File: src/hw/rtl/bee_pkg.sv
// Package for the block entropy encoder: payload types, symbol and status codes,
// fixed DC and AC Huffman tables and the magnitude category function.
// No dependencies; the value coder, the result buffer and the top level import it.
package bee_pkg;

    localparam int COEF_W  = 12;
    localparam int CODE_W  = 26;
    localparam int LEN_W   = 5;
    localparam int POS_W   = 6;
    localparam int RUN_W   = 5;
    localparam int CAT_W   = 4;
    localparam int PRE_W   = 16;
    localparam int NUM_COMP = 3;
    localparam int MAX_RESULTS = 3;

    localparam logic [1:0] KIND_DC  = 2'd0;
    localparam logic [1:0] KIND_AC  = 2'd1;
    localparam logic [1:0] KIND_ZRL = 2'd2;
    localparam logic [1:0] KIND_EOB = 2'd3;

    localparam logic [1:0] STATUS_OK      = 2'd0;
    localparam logic [1:0] STATUS_RANGE   = 2'd1;
    localparam logic [1:0] STATUS_NO_CODE = 2'd2;

    localparam logic [POS_W-1:0] LAST_POS  = 6'd63;
    localparam logic [RUN_W-1:0] ZRL_COUNT = 5'd16;
    localparam logic [CAT_W-1:0] DC_MAX_CAT = 4'd11;
    localparam logic [CAT_W-1:0] AC_MAX_CAT = 4'd10;

    localparam logic [PRE_W-1:0] ZRL_CODE = 16'h07F9;
    localparam logic [LEN_W-1:0] ZRL_LEN  = 5'd11;
    localparam logic [PRE_W-1:0] EOB_CODE = 16'h000A;
    localparam logic [LEN_W-1:0] EOB_LEN  = 5'd4;

    typedef struct packed {
        logic signed [COEF_W-1:0] coefficient;
        logic [1:0]               component;
        logic                     new_image;
    } bee_in_t;

    typedef struct packed {
        logic [CODE_W-1:0] code_bits;
        logic [LEN_W-1:0]  code_length;
        logic [1:0]        symbol_kind;
        logic [1:0]        status;
        logic              last_of_item;
    } bee_out_t;

    typedef struct packed {
        logic [PRE_W-1:0] code;
        logic [LEN_W-1:0] len;
    } code_entry_t;

    // Handshake between the coding stage and the result buffer.
    typedef struct packed {
        logic       valid;
        logic [1:0] count;
    } bee_load_t;

    function automatic logic [CAT_W-1:0] bee_category(input logic [COEF_W-1:0] mag);
        logic [CAT_W-1:0] cat;
        cat = '0;
        for (int i = 0; i < COEF_W; i++) begin
            if (mag[i])
            begin
                cat = CAT_W'(i + 1);
            end
        end
        return cat;
    endfunction

    function automatic code_entry_t bee_dc_code(input logic [CAT_W-1:0] cat);
        code_entry_t e;
        e = '{16'h0000, 5'd0};
        case (cat)
            4'd0:    e = '{16'h0002, 5'd3};
            4'd1:    e = '{16'h0003, 5'd3};
            4'd2:    e = '{16'h0004, 5'd3};
            4'd3:    e = '{16'h0000, 5'd2};
            4'd4:    e = '{16'h0005, 5'd3};
            4'd5:    e = '{16'h0006, 5'd3};
            4'd6:    e = '{16'h000E, 5'd4};
            4'd7:    e = '{16'h001E, 5'd5};
            4'd8:    e = '{16'h003E, 5'd6};
            4'd9:    e = '{16'h007E, 5'd7};
            4'd10:   e = '{16'h00FE, 5'd8};
            4'd11:   e = '{16'h01FE, 5'd9};
            default: e = '{16'h0000, 5'd0};
        endcase
        return e;
    endfunction

    // Run/size table; an absent entry has length zero.
    function automatic code_entry_t bee_ac_code(input logic [3:0] run,
                                                input logic [CAT_W-1:0] cat);
        code_entry_t e;
        e = '{16'h0000, 5'd0};
        case ({run, cat})
            8'h00: e = '{16'h000A, 5'd4};
            8'h01: e = '{16'h0000, 5'd2};
            8'h02: e = '{16'h0001, 5'd2};
            8'h03: e = '{16'h0004, 5'd3};
            8'h04: e = '{16'h000B, 5'd4};
            8'h05: e = '{16'h001A, 5'd5};
            8'h06: e = '{16'h0038, 5'd6};
            8'h07: e = '{16'h0078, 5'd7};
            8'h08: e = '{16'h01F6, 5'd9};
            8'h09: e = '{16'h07F6, 5'd11};
            8'h0A: e = '{16'hFF83, 5'd16};
            8'h11: e = '{16'h000C, 5'd4};
            8'h12: e = '{16'h001B, 5'd5};
            8'h13: e = '{16'h0079, 5'd7};
            8'h14: e = '{16'h00F8, 5'd8};
            8'h15: e = '{16'h03F3, 5'd10};
            8'h16: e = '{16'h0FF5, 5'd12};
            8'h17: e = '{16'hFF84, 5'd16};
            8'h18: e = '{16'hFF85, 5'd16};
            8'h19: e = '{16'hFF86, 5'd16};
            8'h21: e = '{16'h003A, 5'd6};
            8'h22: e = '{16'h00FA, 5'd8};
            8'h23: e = '{16'h03F7, 5'd10};
            8'h24: e = '{16'h0FF6, 5'd12};
            8'h25: e = '{16'hFF87, 5'd16};
            8'h26: e = '{16'hFF88, 5'd16};
            8'h27: e = '{16'hFF89, 5'd16};
            8'h31: e = '{16'h003B, 5'd6};
            8'h32: e = '{16'h00FB, 5'd8};
            8'h33: e = '{16'h07F8, 5'd11};
            8'h34: e = '{16'hFF8A, 5'd16};
            8'h35: e = '{16'hFF8B, 5'd16};
            8'h36: e = '{16'hFF8C, 5'd16};
            8'h41: e = '{16'h007A, 5'd7};
            8'h42: e = '{16'h01FA, 5'd9};
            8'h43: e = '{16'h0FF7, 5'd12};
            8'h44: e = '{16'hFF8D, 5'd16};
            8'h45: e = '{16'hFF8E, 5'd16};
            8'h51: e = '{16'h007B, 5'd7};
            8'h52: e = '{16'h03FA, 5'd10};
            8'h53: e = '{16'hFF90, 5'd16};
            8'h54: e = '{16'hFF91, 5'd16};
            8'h61: e = '{16'h00F9, 5'd8};
            8'h62: e = '{16'h03FB, 5'd10};
            8'h63: e = '{16'hFF92, 5'd16};
            8'h71: e = '{16'h00FB, 5'd8};
            8'h72: e = '{16'h0FF4, 5'd12};
            8'h73: e = '{16'hFF93, 5'd16};
            8'h81: e = '{16'h01F8, 5'd9};
            8'h82: e = '{16'hFF94, 5'd16};
            8'h91: e = '{16'h03F2, 5'd10};
            8'h92: e = '{16'hFF95, 5'd16};
            8'hA1: e = '{16'h03F4, 5'd10};
            8'hA2: e = '{16'hFF96, 5'd16};
            8'hB1: e = '{16'h03F5, 5'd10};
            8'hB2: e = '{16'hFF97, 5'd16};
            8'hC1: e = '{16'h03F6, 5'd10};
            8'hC2: e = '{16'hFF98, 5'd16};
            8'hD1: e = '{16'h03F8, 5'd10};
            8'hD2: e = '{16'hFF99, 5'd16};
            8'hE1: e = '{16'h03F9, 5'd10};
            8'hE2: e = '{16'hFF9A, 5'd16};
            8'hF0: e = '{16'h07F9, 5'd11};
            default: e = '{16'h0000, 5'd0};
        endcase
        return e;
    endfunction

endpackage

File: src/hw/rtl/bee_stream_if.sv
// Valid/ready stream interface used for both coefficient and code channels.
// Payload type comes from bee_pkg at the point of instantiation.
interface bee_stream_if #(parameter type payload_t = logic) ();
    logic     valid;
    logic     ready;
    payload_t payload;

    modport source (output valid, output payload, input ready);
    modport sink   (input valid, input payload, output ready);
endinterface

File: src/hw/rtl/bee_result_buf.sv
// Holds up to three codes of one coefficient; drains one per cycle while ready.
// Depends on bee_pkg and bee_stream_if.
module bee_result_buf
    import bee_pkg::*;
(
    input  logic                  clk,
    input  logic                  rst_n,
    input  bee_load_t             load,
    input  bee_out_t              load_slot [MAX_RESULTS],
    output logic                  load_ok,
    bee_stream_if.source          code_stream
);

    bee_out_t   slot_reg [MAX_RESULTS];
    logic [1:0] count_reg;
    logic       out_fire;

    assign out_fire = (count_reg != 2'd0) && code_stream.ready;
    assign load_ok  = (count_reg == 2'd0) || ((count_reg == 2'd1) && code_stream.ready);

    assign code_stream.valid   = count_reg != 2'd0;
    assign code_stream.payload = slot_reg[0];

    always_ff @(posedge clk or negedge rst_n)
    begin
        if (!rst_n)
        begin
            count_reg <= 2'd0;
        end
        else if (load.valid && load_ok)
        begin
            count_reg <= load.count;
        end
        else if (out_fire)
        begin
            count_reg <= count_reg - 2'd1;
        end
    end

    // Payload slots: load a fresh set or shift toward the output.
    always_ff @(posedge clk)
    begin
        if (load.valid && load_ok)
        begin
            slot_reg <= load_slot;
        end
        else if (out_fire)
        begin
            for (int i = 0; i < MAX_RESULTS - 1; i++)
            begin
                slot_reg[i] <= slot_reg[i+1];
            end
        end
    end

endmodule

File: src/flat_wrapper.sv
// flat-port wrapper written by rule: the top's interface ports become plain ports
module bee_result_buf_flat import bee_pkg::*;
  (clk, rst_n, load, load_slot, load_ok, code_stream_valid, code_stream_payload, code_stream_ready);
  bee_stream_if code_stream_i ();
  input  logic clk;
  input  logic rst_n;
  input  bee_load_t load;
  input  bee_out_t load_slot[MAX_RESULTS];
  output logic load_ok;
  output wire logic [$bits(code_stream_i.valid)-1:0] code_stream_valid;
  output wire logic [$bits(code_stream_i.payload)-1:0] code_stream_payload;
  input wire logic [$bits(code_stream_i.ready)-1:0] code_stream_ready;
  assign code_stream_valid = code_stream_i.valid;
  assign code_stream_payload = code_stream_i.payload;
  assign code_stream_i.ready = code_stream_ready;
  bee_result_buf u_core (.clk(clk), .rst_n(rst_n), .load(load), .load_slot(load_slot), .load_ok(load_ok), .code_stream(code_stream_i));
endmodule
File: config.mk
export PLATFORM = sky130hd
export DESIGN_NAME = bee_result_buf_flat
export DESIGN_NICKNAME = d
export VERILOG_FILES = /design/src/hw/rtl/bee_pkg.sv /design/src/hw/rtl/bee_stream_if.sv /design/src/hw/rtl/bee_result_buf.sv /design/src/flat_wrapper.sv
export SDC_FILE = /design/constraint.sdc
export NUM_CORES = 1
export LEC_CHECK = 0
export BUFFER_PORTS_ARGS = -buffer_cell sky130_fd_sc_hd__buf_2
export CORE_MARGIN = 5
export CORE_UTILIZATION = 13
export CTS_CLUSTER_DIAMETER = 120
export DETAILED_ROUTE_END_ITERATION = 10
export MAX_ROUTING_LAYER = met4
export PLACE_DENSITY = 0.76
export SETUP_SLACK_MARGIN = 0.02
export SLEW_MARGIN = 20
export SYNTH_ARGS = -nofsm -noshare
export SYNTH_HDL_FRONTEND = slang
export SYNTH_SLANG_ARGS = --single-unit
File: constraint.sdc
create_clock -name clk -period 1.55 [get_ports clk]
set_input_delay 0.155 -clock clk [delete_from_list [all_inputs] [get_ports clk]]
set_output_delay 0.155 -clock clk [all_outputs]
set_load 0.01 [all_outputs]
==> Word-level counts from Yosys, hierarchy flattened <==
Index checks and enable logic that the tools add are counted.
{ "word_totals": {"reg_bits": 40, "in_bits": 114, "out_inout_bits": 3, "wordCells": 21} }
{ "classes": {"n_addsub": 1, "eq_ne": 1, "muxes": 4, "n_reduce_logical": 7} }
{ "op_table": {"columns": ["cell", "count"], "rows": [
  ["$mux W37", 2],
  ["$mux W2", 2],
  ["$reduce_bool A2 Y1", 2],
  ["$logic_and A1 B1 Y1", 3],
  ["$eq A2 B1 Y1 const B", 1],
  ["$logic_not A2 Y1", 1],
  ["$sub A2 B1 Y2 const B", 1],
  ["$logic_or A1 B1 Y1", 1]
]} }

==> Logic depth before layout (Yosys ltp) <==
Gate-level depths: netlist of the first run.
{ "logic_depth": {"word_depth": 5, "mapped_depth": 6} }

==> Least setup slack after synthesis of the first run <==
Ideal clock, no wire load.
{ "synth_path": {"path_kind": "register -> register", "start": "register u_core.count_reg[0]", "end": "register u_core.slot_reg (netlist bit u_core.code_stream.payload), data pin", "arrival_ns": 1.314, "slack_ns": -0.023, "path_stages_with_launch": 7, "n_path_buf": 0, "period_less_slack_ns": 1.573, "cell_sequence": "dfrtp_1 > inv_1 > ha_1 > a21oi_2 > inv_1 > nand2_2 > mux2_2"} }
{ "synth_via": {"elab_chain_cells": 5, "word_cells_on_any_way": 6, "cone_classes": "1 x eq/ne; 1 x mux; 4 x reduce/logical"} }
{ "synth_rtl": {"columns": ["item", "line", "rtl"], "rows": [
  ["start, declared", "bee_result_buf.sv:15", "logic [1:0] count_reg;"],
  ["start signal, assigned", "bee_result_buf.sv:32", "count_reg <= load.count;"],
  ["start signal, assigned", "bee_result_buf.sv:36", "count_reg <= count_reg - 2'd1;"],
  ["$eq A2 B1 Y1", "bee_result_buf.sv:19", "assign load_ok = (count_reg == 2'd0) || ((count_reg == 2'd1) && code_stream.ready);"],
  ["$logic_and A1 B1 Y1", "bee_result_buf.sv:19", null],
  ["$logic_or A1 B1 Y1 *", "bee_result_buf.sv:19", null],
  ["net load_ok", "flat_wrapper.sv:9", "output logic load_ok;"],
  ["$logic_and A1 B1 Y1 *", "bee_result_buf.sv:43", "if (load.valid && load_ok)"],
  ["$mux W37 *", "bee_result_buf.sv:43", null],
  ["end signal, assigned", "bee_result_buf.sv:45", "slot_reg <= load_slot;"],
  ["end signal, assigned by index", "bee_result_buf.sv:51", "slot_reg[i] <= slot_reg[i+1];"],
  ["end, declared", "bee_result_buf.sv:14", "bee_out_t slot_reg [MAX_RESULTS];"]
]} }
The timed path passes the listed nets; every way through them passes the cells marked *.
A chain may end at the register's enable or synchronous reset.

==> Worst setup path after layout of the first run <==
{ "layout_path": {"start": "register u_core.count_reg[0]", "end": "register u_core.slot_reg[36] in the netlist's numbering, data pin"} }
{ "layout_via": {"elab_chain_cells": 5, "word_cells_on_any_way": 6, "cone_classes": "1 x eq/ne; 1 x mux; 4 x reduce/logical"} }
{ "layout_rtl": {"columns": ["item", "line"], "rows": [
  ["$eq A2 B1 Y1", "bee_result_buf.sv:19"],
  ["$logic_and A1 B1 Y1", "bee_result_buf.sv:19"],
  ["$logic_or A1 B1 Y1 *", "bee_result_buf.sv:19"],
  ["$logic_and A1 B1 Y1 *", "bee_result_buf.sv:43"],
  ["$mux W37 *", "bee_result_buf.sv:43"]
]} }
Mark *: on every way between the ends. The rest lies on a longest branch, timed or not.

==> results.ini, run 1 <==
[logic_synthesis]
avgSynthCellArea_um2=12.0
syn_nets=139
synth_top_cell_by_area=edfxtp_1
synth-edff-count=3
ys.flop_type=edfxtp_1
async_flop_share=0.400
syn-cell-area_um2=277
ys_top_cells_by_count=5 x inv_1, 3 x edfxtp_1
yosysMostFrequentCell=inv_1
ys_seq_area_frac=0.507
ys_types=11
synth_area_leaders=edfxtp_1 33%, dfrtp_1 18%, ha_1 9.0%, mux2_2 8.1%, inv_1 6.8%
netlist_instances=23
ys_ff_latch=5
synth_top_cell_area_share=0.326
ys_warn_count=0

[clock_network]
path_clk_slew_ns=0.04
clk_path_buf_depth=2
h-tree-depth=1
cts.sinks=5
cts_buffers=3
clock_latency_ns=0.23
clockRootBuffer=clkbuf_4
cts_tree=built

[floorplanning]
die-area_um2=3150
top_level_ports=117
die_x_um=56.1
die-height_um=56.1
row_count=16
core_area_um2=2000
start_util=0.138

[critical_path]
reg2reg_from=u_core.count_reg[0]
crit_required_ns=1.53
start_kind=flop
critical_path_arrival_ns=1.47
reg2regPathDepth=6
worst_r2r_endpoint=u_core.slot_reg[36]
cp_max_fo=3
worstSetupEndpointType=flop
path_class=reg -> reg
rrSetupSlack_ns=0.07

[pwr]
power_density_nw_per_um2=1760
combPwrFrac=0.547
p_leak_nw=0.214
switching_share=0.338
power_mw=0.819
internal_power_mw=0.542
p_sw_mw=0.277
peakVddDrop_mv=0.657
p_seq_frac=0.278
p_clk_frac=0.175

[flow_run]
drv_cap=0

[placement]
finalWeightedCongestion=0.650
port_buffers=11
place_hpwl_um=538
placed_cells_incl_taps=63

[route]
avgRoutedWirePerCell_um=8.92
drc=0
drtIter0Drc=1
ant_nets=0
routed_wl_um=633
firstDrtPassIters=2
num_vias=234
avgViaCountPerCell=3.30

[global_route]
grt_overflow_total=0
grt_pass1_vias=249
grt_max_degree=7
globalRouteTotalUtil=0.0454
antenna_found_initial=0
grt_first_pass_wirelength_um=1030

[timing]
slew_headroom=0.850
hold_viol=0
min_period_over_period=0.956
fin_crit_ns=1.48
max_freq_ghz=0.675
maxSlewViolCount=0
rsz0062_at_grt=true
fin_tns_setup_ns=0
tightest_slew_ns=0.224
finalSetupViolCount=0
fin_skew_ns=0.00152

[run_status]
outcome=completed

[finish]
final_nets=161
regArea_um2=140
antenna_cells=0
final_cell_count_no_fill=71
layout-drive-gt1-share=0.636
multi_input_area_um2=145
syn2layout_area_growth_pct=68.8
fillers=225

[worst_hold_path]
hold_class=in -> reg
hold-path-cell-count=1
min_to=u_core.slot_reg[0]
hold_start=load_slot[0]

[metrics by stage]
| step | hold WS (ns) | util | setup WS, ns | area, um^2 |
|---|---|---|---|---|
| 2_1_floorplan | -0.141 | - | 0.0224 | 279 |
| 6_report | 0.0955 | 0.233 | 0.0678 | 467 |
| 5_1_grt | 0.0827 | 0.233 | 0.000331 | 467 |
| 3_3_place_gp | -0.0600 | 0.191 | 0.0617 | 383 |
| 3_5_place_dp | -0.0561 | 0.191 | 0.00107 | 383 |
| 4_1_cts | 0.0845 | 0.219 | 0.0325 | 439 |
[kinds of logic after synthesis]
| logic type | share of synthesized area |
|---|---|
| buffers and inverters | 0.0679 |
| AND/OR/NAND/NOR | 0.104 |
| flip-flops | 0.507 |
| AO/OA/AOI/OAI | 0.0950 |
| multiplexers | 0.136 |
| adder cells (fa/ha/maj) | 0.0905 |
[cell usage in the layout, fill, tap and decap left out]
master	n
buf_2	11
buf_4	5
inv_1	3
clkbuf_4	3
edfxtp_1	3
inv_2	2
mux2_2	2
nor3b_1	2
nor2_1	2
a311oi_1	2
dfrtp_1	2
a21oi_4	1
nand2_4	1
mux2_4	1
ha_4	1
ha_2	1
clkbuf_1	1
dlygate4sd3_1	1
[layer usage]
layer,vias up,track usage,share of wire
met5,-,-,0
met4,0,0.0102,0
met3,0,0.0278,0.049
met2,6,0.0801,0.58
met1,104,0.0414,0.37
li1,124,-,-
[worst max path at each step]
stage	start	endpoint	cells past startpoint
floorplan	u_core.count_reg[0]	u_core.code_stream.payload	5
finish	u_core.count_reg[0]	u_core.slot_reg[36]	6
global route	u_core.count_reg[1]	u_core.slot_reg[36]	6
CTS	u_core.count_reg[0]	u_core.code_stream.payload	6
detailed placement	u_core.count_reg[0]	u_core.code_stream.payload	6
global placement	u_core.count_reg[0]	u_core.code_stream.payload	5
[power by group through the flow]
stage	logic, mW	registers, mW	clock network (mW)
final	0.448	0.228	0.143
after CTS	0.384	0.226	0.153
after floorplan	0.203	0.229	0
after global placement	0.310	0.225	0
after global routing	0.503	0.233	0.155
after detailed placement	0.330	0.231	0
[worst max-delay path, stage by stage (launching register included)]
cell and delay (ns):
dfrtp_1 0.37, inv_1 0.09, ha_4 0.18, a21oi_4 0.13, inv_2 0.07, nand2_4 0.07
mux2_2 0.32
[timing repair]
action	in CTS	in global routing
pin swaps	1	1
buffers inserted	2	1
endpoints found under the hold margin	2	0
endpoints found under the setup margin	2	2
hold buffers	1	0
gates resized for setup	1	4
[layout make-up]
class	count	share of cell area
tap	27	0.0724
sequential	5	0.300
timing repair buffer	17	0.220
inverter	5	0.0402
clock buffer	4	0.0563
multi-input combinational	13	0.311
Note: power is estimated with default switching activity, not from simulation.
==> run 2: changes to the inputs <==
--- a/config.mk
+++ b/config.mk
@@ -12,6 +12,7 @@
 export DETAILED_ROUTE_END_ITERATION = 10
 export MAX_ROUTING_LAYER = met4
 export PLACE_DENSITY = 0.76
+export RECOVER_POWER = 100
 export SETUP_SLACK_MARGIN = 0.02
 export SLEW_MARGIN = 20
 export SYNTH_ARGS = -nofsm -noshare
==> results.ini, run 2 (same netlist as run 1, synthesis figures left out) <==
[clock_network]
path_clk_slew_ns=0.04
clockRootBuffer=clkbuf_4
cts.sinks=5
clock_latency_ns=0.23
cts_buffers=3
h-tree-depth=1
cts_tree=built
clk_path_buf_depth=2

[timing]
tightest_slew_ns=0.224
fin_crit_ns=1.48
maxSlewViolCount=0
rsz0062_at_grt=true
slew_headroom=0.850
finalSetupViolCount=0
fin_tns_setup_ns=0
max_freq_ghz=0.675
min_period_over_period=0.956
hold_viol=0
fin_skew_ns=0.00150

[route]
avgViaCountPerCell=3.30
drc=0
drtIter0Drc=1
num_vias=234
routed_wl_um=636
avgRoutedWirePerCell_um=8.96
firstDrtPassIters=2
ant_nets=0

[finish]
multi_input_area_um2=145
syn2layout_area_growth_pct=67.9
fillers=227
final_util=0.232
final_common_cell=buf_2
most-common-layout-cells=9 x buf_2, 5 x buf_4
regArea_um2=140
antenna_cells=0
layout-drive-gt1-share=0.591
final_nets=161

[critical_path]
worstSetupEndpointType=flop
path_class=reg -> reg
start_kind=flop
cp_top_family=flip-flops
cpPeakStageDelay_ns=0.37
critical_path_arrival_ns=1.47
critPathBufInv=2
cp_cell_sequence=inv_1 > ha_4 > a21oi_4 > inv_2 > nand2_4 > mux2_2
crit_required_ns=1.53
rrSetupSlack_ns=0.07
critPathSlowestCell=dfrtp_1
cp_max_fo=3

[flow_run]
drv_cap=0

[pwr]
power_mw=0.817
peakVddDrop_mv=0.656
power_density_nw_per_um2=1760
p_leak_nw=0.208

[floorplanning]
row_count=16
start_util=0.138
die-area_um2=3150
die-height_um=56.1
core_area_um2=2000
die_x_um=56.1
top_level_ports=117

[global_route]
grt_pass1_vias=249
grt_first_pass_wirelength_um=1030
grt_max_degree=7
antenna_found_initial=0
globalRouteTotalUtil=0.0454
grt_overflow_total=0

[placement]
finalWeightedCongestion=0.650
place_hpwl_um=538
port_buffers=11

[run_status]
outcome=completed

[worst_hold_path]
hold_class=in -> reg

==> run 2: cell count changes in the layout (fill, tap and decap cells not counted) <==
| cell | delta |
|---|---|
| buf_2 | -2 |
| clkbuf_1 | +2 |
==> run 2: power by group <==
group	total, mW	internal (mW)	switching, mW
Combinational	0.445	0.240	0.205
Sequential	0.228	0.202	0.0259
Clock	0.143	0.0969	0.0466
==> run 2: per-stage QoR <==
stage          hold slack [ns]  setup slack [ns]  area [um^2]  std cells
6_report                0.0955            0.0677          464         71
5_1_grt                 0.0827          0.000331          464         71
4_1_cts                 0.0845            0.0325          439         70
3_5_place_dp           -0.0561           0.00107          383         63
3_3_place_gp           -0.0600            0.0617          383         63
2_1_floorplan           -0.141            0.0224          279         23
==> run 2: repair_timing <==
item | CTS | global route
pin swaps | 1 | 1
hold buffers | 1 | 0
gates cloned | 0 | 0
hold endpoints to repair | 2 | 0
endpoints found under the setup margin | 2 | 2
resized for setup | 1 | 4
buffers inserted | 2 | 1
==> run 2: metal layers <==
metal | GRT usage | part of all wire
met1 | 0.0414 | 0.37
met2 | 0.0801 | 0.58
met3 | 0.0278 | 0.049
met4 | 0.0102 | 0
met5 | - | 0
==> run 2: final timing paths <==
path | cells past startpoint | startpoint | to
worst max-delay path | 6 | u_core.count_reg[0] | u_core.slot_reg[36]
worst min-delay path | 1 | load_slot[0] | u_core.slot_reg[0]
worst max register to register | 6 | u_core.count_reg[0] | u_core.slot_reg[36]
worst min register to register | 1 | u_core.slot_reg[0] | u_core.slot_reg[36]
max in group asynchronous | 2 | rst_n | u_core.count_reg[1]
min in group asynchronous | 2 | rst_n | u_core.count_reg[0]
==> run 2: layout make-up <==
| type | instances | area share |
|---|---|---|
| clock buffers | 4 | 0.0566 |
| inverters | 5 | 0.0404 |
| multi-input cells | 13 | 0.313 |
| flip-flops and latches | 5 | 0.302 |
| well taps | 27 | 0.0728 |
| repair buffers | 17 | 0.216 |
==> run 2: worst reg2reg max path: cells and delay by family (launching register included) <==
family                   cells  cell delay, ns
AO/OA/AOI/OAI                1            0.13
adder cells (fa/ha/maj)      1            0.18
buffers and inverters        2            0.16
flip-flops                   1            0.37
multiplexers                 1            0.32
AND/OR/NAND/NOR              1            0.08
